<file path="src/hft_pkg.sv">
// ============================================================================
// hft_pkg
// Shared types, constants and FCS-16 helper for the HDLC frame transmitter.
// ============================================================================
package hft_pkg;

    localparam logic [7:0] FLAG_BYTE = 8'h7E;
    localparam logic [7:0] ESC_BYTE  = 8'h7D;
    localparam logic [7:0] ESC_XOR   = 8'h20;
    localparam logic [7:0] PF_BIT    = 8'h10;

    localparam logic [15:0] FCS_INIT = 16'hFFFF;
    localparam logic [15:0] FCS_POLY = 16'h8408;

    // Frame type codes
    localparam logic [3:0] FT_I    = 4'd0;
    localparam logic [3:0] FT_RR   = 4'd1;
    localparam logic [3:0] FT_RNR  = 4'd2;
    localparam logic [3:0] FT_REJ  = 4'd3;
    localparam logic [3:0] FT_SREJ = 4'd4;
    localparam logic [3:0] FT_UI   = 4'd5;
    localparam logic [3:0] FT_SABM = 4'd6;
    localparam logic [3:0] FT_DISC = 4'd7;
    localparam logic [3:0] FT_UA   = 4'd8;
    localparam logic [3:0] FT_CMDR = 4'd9;
    localparam logic [3:0] FT_TEST = 4'd10;

    // Item kinds
    localparam logic CMD_HEADER  = 1'b0;
    localparam logic CMD_PAYLOAD = 1'b1;

    localparam int unsigned SLOTS = 6;

    // One logical line byte before stuffing
    typedef struct packed {
        logic [7:0] data;
        logic       stuff;   // subject to byte stuffing
        logic       done;    // closing flag
    } slot_t;

    // Logical bytes caused by one item
    typedef struct packed {
        slot_t [SLOTS-1:0] slot;
        logic  [2:0]       count;
    } job_t;

    function automatic slot_t mk_slot(input logic [7:0] data, input logic stuff,
                                      input logic done);
        slot_t s;
        s.data  = data;
        s.stuff = stuff;
        s.done  = done;
        return s;
    endfunction

    // Bitwise FCS-16 update over one byte (reflected)
    function automatic logic [15:0] fcs_byte(input logic [15:0] f_in,
                                             input logic [7:0] b);
        logic [15:0] f;
        f = f_in ^ {8'h00, b};
        for (int i = 0; i < 8; i++) begin
            f = f[0] ? ((f >> 1) ^ FCS_POLY) : (f >> 1);
        end
        return f;
    endfunction

endpackage

</file>
<file path="src/hft_build.sv">
// ============================================================================
// hft_build
// Frame state and FCS; turns an accepted item into a list of logical bytes.
// ============================================================================
module hft_build
    import hft_pkg::*;
(
    input  logic       clk,
    input  logic       rst_n,
    input  logic       accept,
    input  logic       cmd,
    input  logic [3:0] frame_type,
    input  logic [2:0] send_seq,
    input  logic [2:0] recv_seq,
    input  logic       poll_final,
    input  logic [7:0] station_address,
    input  logic [7:0] payload_byte,
    input  logic       frame_last,
    input  logic       job_take,
    output logic       job_valid,
    output job_t       job
);

    logic [15:0] fcs_reg, fcs_next;
    logic        open_reg, open_next;
    logic        allowed_reg, allowed_next;
    logic        job_valid_reg, job_valid_next;
    job_t        job_reg, job_next;

    logic [7:0]  ctrl;
    logic        type_ok;
    logic        carries;
    logic [15:0] f_hdr;
    logic [15:0] f_pay;
    logic [15:0] fcs_out;
    slot_t       s_lo, s_hi, s_flag;

    // Control byte decode
    always_comb
    begin
        ctrl    = 8'h00;
        type_ok = 1'b1;
        carries = 1'b0;
        unique case (frame_type)
            FT_I:
            begin
                ctrl    = {recv_seq, 1'b0, send_seq, 1'b0};
                carries = 1'b1;
            end
            FT_RR:   ctrl = {recv_seq, 5'h01};
            FT_RNR:  ctrl = {recv_seq, 5'h05};
            FT_REJ:  ctrl = {recv_seq, 5'h09};
            FT_SREJ: ctrl = {recv_seq, 5'h0D};
            FT_UI:
            begin
                ctrl    = 8'h03;
                carries = 1'b1;
            end
            FT_SABM: ctrl = 8'h2F;
            FT_DISC: ctrl = 8'h43;
            FT_UA:   ctrl = 8'h63;
            FT_CMDR: ctrl = 8'h83;
            FT_TEST: ctrl = 8'hE3;
            default: type_ok = 1'b0;
        endcase
        if (poll_final)
        begin
            ctrl = ctrl | PF_BIT;
        end
    end

    assign f_hdr   = fcs_byte(fcs_byte(FCS_INIT, station_address), ctrl);
    assign f_pay   = allowed_reg ? fcs_byte(fcs_reg, payload_byte) : fcs_reg;
    assign fcs_out = ~((cmd == CMD_HEADER) ? f_hdr : f_pay);
    assign s_lo    = mk_slot(fcs_out[7:0], 1'b1, 1'b0);
    assign s_hi    = mk_slot(fcs_out[15:8], 1'b1, 1'b0);
    assign s_flag  = mk_slot(FLAG_BYTE, 1'b0, 1'b1);

    always_comb
    begin
        fcs_next       = fcs_reg;
        open_next      = open_reg;
        allowed_next   = allowed_reg;
        job_next       = '0;
        job_valid_next = job_valid_reg;

        if (cmd == CMD_HEADER)
        begin
            job_next.slot[0] = mk_slot(FLAG_BYTE, 1'b0, 1'b0);
            job_next.slot[1] = mk_slot(station_address, 1'b1, 1'b0);
            job_next.slot[2] = mk_slot(ctrl, 1'b1, 1'b0);
            job_next.slot[3] = s_lo;
            job_next.slot[4] = s_hi;
            job_next.slot[5] = s_flag;
            job_next.count   = frame_last ? 3'd6 : 3'd3;
            if (!type_ok)
            begin
                job_next.count = 3'd0;
            end
        end
        else if (open_reg)
        begin
            if (allowed_reg)
            begin
                job_next.slot[0] = mk_slot(payload_byte, 1'b1, 1'b0);
                job_next.slot[1] = s_lo;
                job_next.slot[2] = s_hi;
                job_next.slot[3] = s_flag;
                job_next.count   = frame_last ? 3'd4 : 3'd1;
            end
            else
            begin
                job_next.slot[0] = s_lo;
                job_next.slot[1] = s_hi;
                job_next.slot[2] = s_flag;
                job_next.count   = frame_last ? 3'd3 : 3'd0;
            end
        end

        if (accept)
        begin
            if (cmd == CMD_HEADER)
            begin
                if (type_ok)
                begin
                    open_next    = !frame_last;
                    allowed_next = carries && !frame_last;
                    fcs_next     = frame_last ? FCS_INIT : f_hdr;
                end
            end
            else if (open_reg)
            begin
                if (frame_last)
                begin
                    open_next    = 1'b0;
                    allowed_next = 1'b0;
                    fcs_next     = FCS_INIT;
                end
                else
                begin
                    fcs_next = f_pay;
                end
            end
        end

        if (accept && (job_next.count != 3'd0))
        begin
            job_valid_next = 1'b1;
        end
        else if (job_take)
        begin
            job_valid_next = 1'b0;
        end
    end

    always_ff @(posedge clk or negedge rst_n)
    begin
        if (!rst_n)
        begin
            fcs_reg       <= FCS_INIT;
            open_reg      <= 1'b0;
            allowed_reg   <= 1'b0;
            job_valid_reg <= 1'b0;
        end
        else
        begin
            fcs_reg       <= fcs_next;
            open_reg      <= open_next;
            allowed_reg   <= allowed_next;
            job_valid_reg <= job_valid_next;
        end
    end

    // Job register: loads only with a new job
    always_ff @(posedge clk)
    begin
        if (accept && (job_next.count != 3'd0))
        begin
            job_reg <= job_next;
        end
    end

    assign job_valid = job_valid_reg;
    assign job       = job_reg;

endmodule

</file>
<file path="src/hft_serial.sv">
// ============================================================================
// hft_serial
// Walks a job's logical bytes, applies byte stuffing, drives the output item.
// ============================================================================
module hft_serial
    import hft_pkg::*;
(
    input  logic       clk,
    input  logic       rst_n,
    input  logic       escape_enable,
    input  logic       job_valid,
    input  job_t       job,
    output logic       job_take,
    output logic       out_valid,
    input  logic       out_ready,
    output logic [7:0] out_byte,
    output logic       run_last,
    output logic       frame_done
);

    logic [2:0] pos_reg, pos_next;
    logic       half_reg, half_next;
    logic       out_valid_reg, out_valid_next;
    logic [7:0] byte_reg;
    logic       last_reg;
    logic       done_reg;

    slot_t      cur;
    logic       esc;
    logic       emit;
    logic       slot_end;
    logic       job_end;
    logic [7:0] byte_now;

    assign cur      = job.slot[pos_reg];
    assign esc      = escape_enable && cur.stuff
                      && ((cur.data == ESC_BYTE) || (cur.data == FLAG_BYTE));
    assign emit     = job_valid && (!out_valid_reg || out_ready);
    assign slot_end = !esc || half_reg;
    assign job_end  = slot_end && (pos_reg == (job.count - 3'd1));
    assign byte_now = !esc ? cur.data : (half_reg ? (cur.data ^ ESC_XOR) : ESC_BYTE);

    always_comb
    begin
        pos_next       = pos_reg;
        half_next      = half_reg;
        out_valid_next = out_valid_reg;
        if (emit)
        begin
            out_valid_next = 1'b1;
            if (job_end)
            begin
                pos_next  = 3'd0;
                half_next = 1'b0;
            end
            else if (slot_end)
            begin
                pos_next  = pos_reg + 3'd1;
                half_next = 1'b0;
            end
            else
            begin
                half_next = 1'b1;
            end
        end
        else if (out_ready)
        begin
            out_valid_next = 1'b0;
        end
    end

    always_ff @(posedge clk or negedge rst_n)
    begin
        if (!rst_n)
        begin
            pos_reg       <= 3'd0;
            half_reg      <= 1'b0;
            out_valid_reg <= 1'b0;
        end
        else
        begin
            pos_reg       <= pos_next;
            half_reg      <= half_next;
            out_valid_reg <= out_valid_next;
        end
    end

    always_ff @(posedge clk)
    begin
        if (emit)
        begin
            byte_reg <= byte_now;
            last_reg <= job_end;
            done_reg <= cur.done;
        end
    end

    assign job_take   = emit && job_end;
    assign out_valid  = out_valid_reg;
    assign out_byte   = byte_reg;
    assign run_last   = last_reg;
    assign frame_done = done_reg;

endmodule

</file>
<file path="src/hdlc_frame_transmitter_top.sv">
// ============================================================================
// hdlc_frame_transmitter_top
// HDLC transmit framer: flags, address, control, payload, FCS-16, stuffing.
// ============================================================================
//
//  Channel | Direction | Handshake            | Item
//  --------+-----------+----------------------+------------------------------------
//  in      | in        | in_valid / in_ready  | header or payload byte, frame_last
//  out     | out       | out_valid/out_ready  | out_byte, run_last, frame_done
//  cfg     | in        | cfg_valid/cfg_ready  | cfg_data = escape_enable
//
//  One line byte leaves per cycle while a job is pending and out_ready is not
//  held low. An item causes 1-2 line bytes for a payload byte, 4-7 for a
//  payload byte that closes the frame (3-5 if the byte is dropped), 3-5 for a
//  header, up to 10 for a header that also closes the frame. Items causing no
//  byte are taken without creating a job. The next item is accepted in the
//  cycle the current one's last byte enters the output register, so there
//  is no gap between items. Reset is asynchronous, active low: no frame open,
//  FCS at 0xFFFF, stuffing enabled. Stalls on out_ready hold the output item
//  and back-pressure in_ready once the pending job is full.
//
module hdlc_frame_transmitter_top
    import hft_pkg::*;
(
    input  logic       clk,
    input  logic       rst_n,
    // configuration
    input  logic       cfg_valid,
    output logic       cfg_ready,
    input  logic       cfg_data,
    // input items
    input  logic       in_valid,
    output logic       in_ready,
    input  logic       cmd,
    input  logic [3:0] frame_type,
    input  logic [2:0] send_seq,
    input  logic [2:0] recv_seq,
    input  logic       poll_final,
    input  logic [7:0] station_address,
    input  logic [7:0] payload_byte,
    input  logic       frame_last,
    // result items
    output logic       out_valid,
    input  logic       out_ready,
    output logic [7:0] out_byte,
    output logic       run_last,
    output logic       frame_done
);

    logic esc_en_reg;
    logic job_valid;
    logic job_take;
    logic accept;
    job_t job;

    // The user must write configuration only when idle; the block does not enforce it, so always ready
    assign cfg_ready = 1'b1;

    always_ff @(posedge clk or negedge rst_n)
    begin
        if (!rst_n)
        begin
            esc_en_reg <= 1'b1;
        end
        else if (cfg_valid)
        begin
            esc_en_reg <= cfg_data;
        end
    end

    // Pending job slot free, or emptied this cycle
    assign in_ready = !job_valid || job_take;
    assign accept   = in_valid && in_ready;

    hft_build u_build (
        .clk             (clk),
        .rst_n           (rst_n),
        .accept          (accept),
        .cmd             (cmd),
        .frame_type      (frame_type),
        .send_seq        (send_seq),
        .recv_seq        (recv_seq),
        .poll_final      (poll_final),
        .station_address (station_address),
        .payload_byte    (payload_byte),
        .frame_last      (frame_last),
        .job_take        (job_take),
        .job_valid       (job_valid),
        .job             (job)
    );

    hft_serial u_serial (
        .clk           (clk),
        .rst_n         (rst_n),
        .escape_enable (esc_en_reg),
        .job_valid     (job_valid),
        .job           (job),
        .job_take      (job_take),
        .out_valid     (out_valid),
        .out_ready     (out_ready),
        .out_byte      (out_byte),
        .run_last      (run_last),
        .frame_done    (frame_done)
    );

endmodule
</file>
<file path="config.mk">
export PLATFORM = sky130hd
export DESIGN_NAME = hdlc_frame_transmitter_top
export DESIGN_NICKNAME = d
export VERILOG_FILES = /design/src/hft_pkg.sv /design/src/hft_build.sv /design/src/hft_serial.sv /design/src/hdlc_frame_transmitter_top.sv
export SDC_FILE = /design/constraint.sdc
export NUM_CORES = 1
export LEC_CHECK = 0
export BUFFER_PORTS_ARGS = -buffer_cell sky130_fd_sc_hd__buf_2
export CORE_MARGIN = 5
export CORE_UTILIZATION = 30
export CTS_CLUSTER_DIAMETER = 80
export CTS_CLUSTER_SIZE = 40
export DETAILED_ROUTE_END_ITERATION = 8
export SYNTH_ARGS = -nofsm -noshare
export SYNTH_HDL_FRONTEND = slang
export SYNTH_SLANG_ARGS = --single-unit
</file>
<file path="constraint.sdc">
create_clock -name clk -period 5.7 [get_ports clk]
set_input_delay 1.14 -clock clk [delete_from_list [all_inputs] [get_ports clk]]
set_output_delay 1.14 -clock clk [all_outputs]
set_load 0.005 [all_outputs]
</file>
==> impl_metrics.tcl, run 1 <==
set metrics [dict create \
    tritoncts.num_buffers 9 \
    largest_reg_flops 50 \
    skew_ns 0.00887 \
    rsz0062_at_grt "no" \
    place.gp.congestion 0.912 \
    fillerInstances 1723 \
    register_area_um2 2450 \
    critical_path_required_ns 4.56 \
    synth-edff-count 60 \
    postSynth.asyncResetShare_pct 29.4 \
    pre_cts_ws_ns 1.64 \
    static-leakage-power_nw 2.33 \
    run_status "complete, no violations" \
    dieArea_um2 20500 \
    worst_relative_slew_slack_pct 35.5 \
    floorplan.initialDensity_pct 30.7 \
    synth_warn 0 \
    wl_per_cell_um 17.7 \
    syn_to_final_growth_pct 12.8 \
    synth_nets 540 \
    finalSetupTns_ns 0 \
    fmax_mhz 235 \
    power_density_of_the_placed_cells_nw_per_um2 483 \
    core_area_um2 17400 \
    critPathBufInv 2 \
    min_path_type "flop to flop" \
    timing.final.max_slew_violations 0 \
    drt_drc_violations_left 0 \
    fin_nets 570 \
    seq_cells_post_synth 85 \
    antenna_found_initial 0 \
    crit_fanout 18 \
    worst-setup-path-type "flop to output pin" \
    worstPathCellList "buf_4 > nand2b_1 > a21oi_1 > o32ai_1 > nor4b_4 > a31oi_4 > buf_2" \
    timing.final.crit_period_ns 4.26 \
    placement_rows 48 \
    hpwl_after_dpl_mm 10.1 \
    p_total_mw 2.90 \
    critPathMaxStageDelay_ns 0.82 \
    final_critical_path_setup_slack_ns 1.44 \
    cts-root-buf "clkbuf_16" \
    clock-sinks 85 \
    groute.usage.overall_pct 13.4 \
    cap_viol_max_count 0 \
    gate_family_responsible_for_the_most_delay_along_the_worst_path "compound AO/OA/AOI/OAI gates" \
    synth-main-ff-cell "edfxtp_1" \
    clock_latency_on_the_worst_skew_pair_ns 0.34 \
    synth-seq-area-share_pct 45.9 \
    critical-path-slowest-cell "dfrtp_1" \
    worst_ir_drop_vdd_mv 0.200 \
    cts_tree "yes" \
    layout-drive-gt1-share_pct 20.1 \
    die_x_um 143 \
    avgViaCountPerCell 5.14 \
    dr.pass1.iters 5 \
    cts_hold_repair.buffers 0 \
    grt_pass1_vias 3766 \
    antenna_cells 0 \
    die_height_um 143 \
    io_pins 48 \
    clock_path_buffers 2 \
    cts_max_level 3 \
    via_count 3911 \
    yosysUniqueCellTypes 66 \
    setup_violations 0 \
    finalCritPeriodShare_pct 74.7 \
    port-buffer-count 46 \
    grt_max_degree 51 \
    multiInputGateArea_um2 2640 \
    grt_first_pass_wirelength_mm 21.5 \
    postCtsSetupBuffers 0 \
    crit_path_end_kind "output pin" \
    synth_area_per_cell_um2 10.6 \
    cts.repair.resized 0 \
    drt_first_iter_violations 327 \
    worst-endpoint-arrival_ns 3.12 \
    final_hold_viol_count 0 \
    wirelength_mm 13.5 \
    max_slew.worst_pin.slew_ns 0.968 \
    global_route.overflow_total 0 \
    worst_setup_path_start_kind "flop" \
    ant_nets 0 \
    worst_setup_hold_path_clk_slew_ns 0.06 \
    syn-cell-area_um2 5330 \
    mapped_cells 501 \
]
-- kinds of logic (layout without fill, tap and decap cells) --
logic type | after synthesis | in the layout | synth area share, %
buffers and inverters | 52 | 87 | 4.60
muxes | 29 | 29 | 6.64
other | 1 | 1 | 0.0704
and+or+nand+nor | 128 | 128 | 11.9
adders and majority gates | 4 | 4 | 0.939
DFF | 85 | 85 | 45.9
xor gates and xnor gates | 68 | 68 | 12.9
AOI/OAI and AO/OA | 134 | 134 | 17.0
-- final timing paths --
kind | startpoint | to | slack [ns] | cells past startpoint
worst max-delay path | u_serial.pos_reg[0]$_DFFE_PN0P_ | in_ready | 1.44 | 7
worst max register to register | u_serial.pos_reg[0]$_DFFE_PN0P_ | u_build.fcs_reg[11]$_DFFE_PN1P_ | 1.81 | 8
min in group asynchronous | rst_n | u_serial.out_valid$_DFFE_PN0P_ | 0.83 | 1
max in group asynchronous | rst_n | u_build.allowed_reg$_DFFE_PN0P_ | 4.43 | 1
worst min-delay path | u_serial.out_valid$_DFFE_PN0P_ | u_serial.out_valid$_DFFE_PN0P_ | 0.51 | 2
worst min register to register | u_serial.out_valid$_DFFE_PN0P_ | u_serial.out_valid$_DFFE_PN0P_ | 0.51 | 2
-- worst min-delay path: stages, from the launching register on --
cell and delay (ns):
dfrtp_1 0.34, nand2b_1 0.08, nand2b_1 0.07
-- metrics by stage --
step | hold WS, ns | util, % | instances | area [µm²]
after floorplan | 0.472 | - | 501 | 5330
after global placement | 0.491 | 32.9 | 745 | 5710
after detailed placement | 0.508 | 32.9 | 745 | 5710
after CTS | 0.518 | 34.6 | 761 | 6010
after global routing | 0.545 | 34.6 | 761 | 6010
final | 0.515 | 34.6 | 761 | 6010
-- per-layer routing --
metal | GRT usage, % | wire [µm] | up-vias
met2 | 21.9 | 6410 | 137
met5 | 0 | 0 | -
met3 | 2.71 | 773 | 21
met1 | 17.8 | 5960 | 1881
met4 | 4.61 | 347 | 0
li1 | - | - | 1872
-- cell usage in the layout, fill, tap and decap left out, types with 3 or more instances in the layout --
cell type  instances
nor2b_1            6
o22a_1             3
inv_1             20
or3_1              4
xor2_1            20
mux2i_1           20
a31oi_1           16
o211ai_1           3
dfrtp_1            8
o22ai_1            9
xnor2_1           41
and2_1             6
clkbuf_16          9
xnor3_1            5
nand2b_1          13
o32ai_1            4
edfxtp_1          60
buf_4              4
a21oi_1           32
dfstp_2           17
a21o_1             6
buf_2             46
nand2_1           37
nand3_1            4
mux2_4             4
nor3_1             4
and3_1             4
nor2_1            38
a31oi_2            4
ha_1               4
o21ai_0           29
a22o_1             8
-- synth_stat cells, types with 5 or more instances --
master    instances  area (µm²)
edfxtp_1         60        1800
xnor2_1          41         359
nor2_1           38         143
nand2_1          37         139
a21oi_1          32         160
o21ai_0          29         145
inv_1            20        75.1
mux2i_1          20         200
xor2_1           20         175
clkbuf_1         17        63.8
dfstp_2          17         447
a31oi_1          16         100
nand2b_1         13        81.3
o22ai_1           9        56.3
a22o_1            8        70.1
dfrtp_1           8         200
nor2b_1           7        43.8
a21o_1            6        45.0
and2_1            6        37.5
xnor3_1           5         113
-- final cells by class --
| cell class | count | share of cell area [%] |
|---|---|---|
| multi-input cells | 364 | 44.0 |
| flip-flops and latches | 85 | 40.7 |
| well taps | 225 | 4.68 |
| repair buffers | 50 | 4.33 |
| clock buffers | 9 | 3.75 |
| inverters | 21 | 1.31 |
| clock inverters | 7 | 1.23 |
-- power breakdown --
| group | switching (mW) | leakage, nW | internal (mW) | total [mW] |
|---|---|---|---|---|
| Combinational | 0.716 | 1.36 | 0.538 | 1.25 |
| Clock | 0.241 | 0.141 | 0.341 | 0.582 |
| Sequential | 0.138 | 0.828 | 0.931 | 1.07 |
| Total | 1.09 | 2.33 | 1.81 | 2.90 |
Power figures use the tool's default switching activity.
==> inputs of run 2 (changes only) <==
- clock period: 5.7 -> 3.6 ns (I/O delays scaled with it)
==> run 2 against run 1 <==
Worst hold slack got worse by 0.10 ns. Largest cell class unchanged. Power increased by 58%. Global-route usage increased by 0.61 points. Register-to-register slack got worse by 1.2 ns. Count of clock-buffer cells in the layout unchanged. Largest power group unchanged. Setup slack got worse by 1.1 ns. Utilization increased by 0.32 points.
==> impl_metrics.tcl, run 2 (synthesis gave the netlist of run 1 again) <==
set metrics [dict create \
    run_status "complete, no violations" \
    finalCritPeriodShare_pct 91.4 \
    core_area_um2 17400 \
    crit_path_end_kind "output pin" \
    grt_pass1_vias 3880 \
    die_height_um 143 \
    wl_per_cell_um 18.3 \
    critical-path-slowest-cell "dfrtp_1" \
    clock_path_buffers 2 \
    critPathMaxStageDelay_ns 0.50 \
    die_x_um 143 \
    mostFrequentLayoutCell "edfxtp_1" \
    cts_tree "yes" \
    clock_latency_on_the_worst_skew_pair_ns 0.35 \
    cts_max_level 3 \
    p_total_mw 4.59 \
    hpwl_after_dpl_mm 10.4 \
    crit_fanout 13 \
    r2r-end "u_build.fcs_reg[11]$_DFFE_PN1P_" \
    cts-root-buf "clkbuf_16" \
    layout.cells.most_common_list "60 x edfxtp_1, 46 x buf_2, 41 x xnor2_1" \
    floorplan.initialDensity_pct 30.7 \
    ant_nets 0 \
    max_slew.worst_pin.slew_ns 0.690 \
    worst_ir_drop_vdd_mv 0.265 \
    cts.repair.resized 0 \
    final_critical_path_setup_slack_ns 0.309 \
    fmax_mhz 304 \
    drt_first_iter_violations 375 \
    dieArea_um2 20500 \
    pre_cts_ws_ns 0.626 \
    timing.final.max_slew_violations 0 \
    cts_hold_repair.buffers 0 \
    worst-setup-path-type "flop to output pin" \
    dr.pass1.iters 5 \
    antenna_cells 0 \
    tritoncts.num_buffers 9 \
    drt_drc_violations_left 0 \
    wirelength_mm 14.1 \
    gate_family_responsible_for_the_most_delay_along_the_worst_path "compound AO/OA/AOI/OAI gates" \
    grt_first_pass_wirelength_mm 22.0 \
    worstPathCellList "buf_4 > mux2i_1 > o22a_1 > o2111ai_1 > nor4b_4 > a31oi_4 > buf_2" \
    min_path_type "input pin to async pin" \
    final_hold_viol_count 0 \
    final-instance-count-excl-fill 770 \
    skew_ns 0.00808 \
    grt_max_degree 51 \
    port-buffer-count 46 \
    worst_r2r_path_depth 8 \
    via_count 4002 \
    cap_viol_max_count 0 \
    groute.usage.overall_pct 14.0 \
    finalSetupTns_ns 0 \
    worst_relative_slew_slack_pct 54.0 \
    layout-drive-gt1-share_pct 21.5 \
    worst_setup_hold_path_clk_slew_ns 0.06 \
    worst-endpoint-arrival_ns 2.57 \
    rsz0062_at_grt "no" \
    critPathBufInv 2 \
    static-leakage-power_nw 2.37 \
    io_pins 48 \
    r2r_setup_slack_ns 0.63 \
    global_route.overflow_total 0 \
    timing.rr.start "u_serial.pos_reg[0]$_DFFE_PN0P_" \
    syn_to_final_growth_pct 13.9 \
    place.gp.congestion 0.907 \
    avgViaCountPerCell 5.20 \
    placement_rows 48 \
    fillerInstances 1698 \
    critical_path_required_ns 2.88 \
    antenna_found_initial 0 \
    placed_cells 754 \
    timing.final.crit_period_ns 3.29 \
    setup_violations 0 \
    fin_nets 579 \
    postCtsSetupBuffers 0 \
    largest_reg_flops 50 \
    worst_setup_path_start_kind "flop" \
    power_density_of_the_placed_cells_nw_per_um2 757 \
    clock-sinks 85 \
]
run 2: cell count changes in the layout (fill, tap and decap cells not counted), sizes merged:
cell / previous run / this run
inv: 21 / 22
buf: 50 / 59
bufinv: 1 / 0
run 2: layout make-up:
| type | instances | area, µm² | share of cell area, % |
|---|---|---|---|
| Sequential cell | 85 | 2450 | 40.4 |
| Timing Repair Buffer | 59 | 340 | 5.61 |
| Clock buffer | 9 | 225 | 3.71 |
| Tap cell | 225 | 282 | 4.64 |
| Inverter | 21 | 78.8 | 1.30 |
| Multi-Input combinational cell | 364 | 2640 | 43.6 |
| Clock inverter | 7 | 50.0 | 0.825 |
run 2: routing by layer:
metal  part of all wire, %  up-vias  global-route usage (%)  wire, µm
li1                      -     1892                       -         -
met1                    42     1913                    18.2      5970
met2                    48      162                    22.9      6700
met3                   6.5       35                    2.78       923
met4                   3.6        0                    5.75       507
met5                     0        -                       0         0
run 2: stage by stage:
step           area (µm²)  hold WS, ns  util (%)
2_1_floorplan        5340        0.424         -
3_3_place_gp         5790        0.494      33.4
3_5_place_dp         5790        0.515      33.4
4_1_cts              6070        0.430      35.0
5_1_grt              6070        0.459      35.0
6_report             6070        0.414      35.0
run 2: worst max-delay path by stage:
stage / to / from / cells after the start
6_report: in_ready / u_serial.pos_reg[0]$_DFFE_PN0P_ / 7
5_1_grt: in_ready / u_serial.pos_reg[0]$_DFFE_PN0P_ / 7
4_1_cts: in_ready / u_serial.pos_reg[0]$_DFFE_PN0P_ / 7
3_5_place_dp: u_build.job[32]$_DFFE_PP_ / frame_type[2] / 7
3_3_place_gp: u_build.job[32]$_DFFE_PP_ / frame_type[2] / 7
2_1_floorplan: u_build.job[0]$_DFFE_PP_ / u_serial.pos_reg[0]$_DFFE_PN0P_ / 9
run 2: report_power, final:
part,total [mW],internal [mW],switching [mW]
Combinational,2.05,0.888,1.17
Sequential,1.67,1.47,0.199
Clock,0.868,0.470,0.398
Total,4.59,2.83,1.76
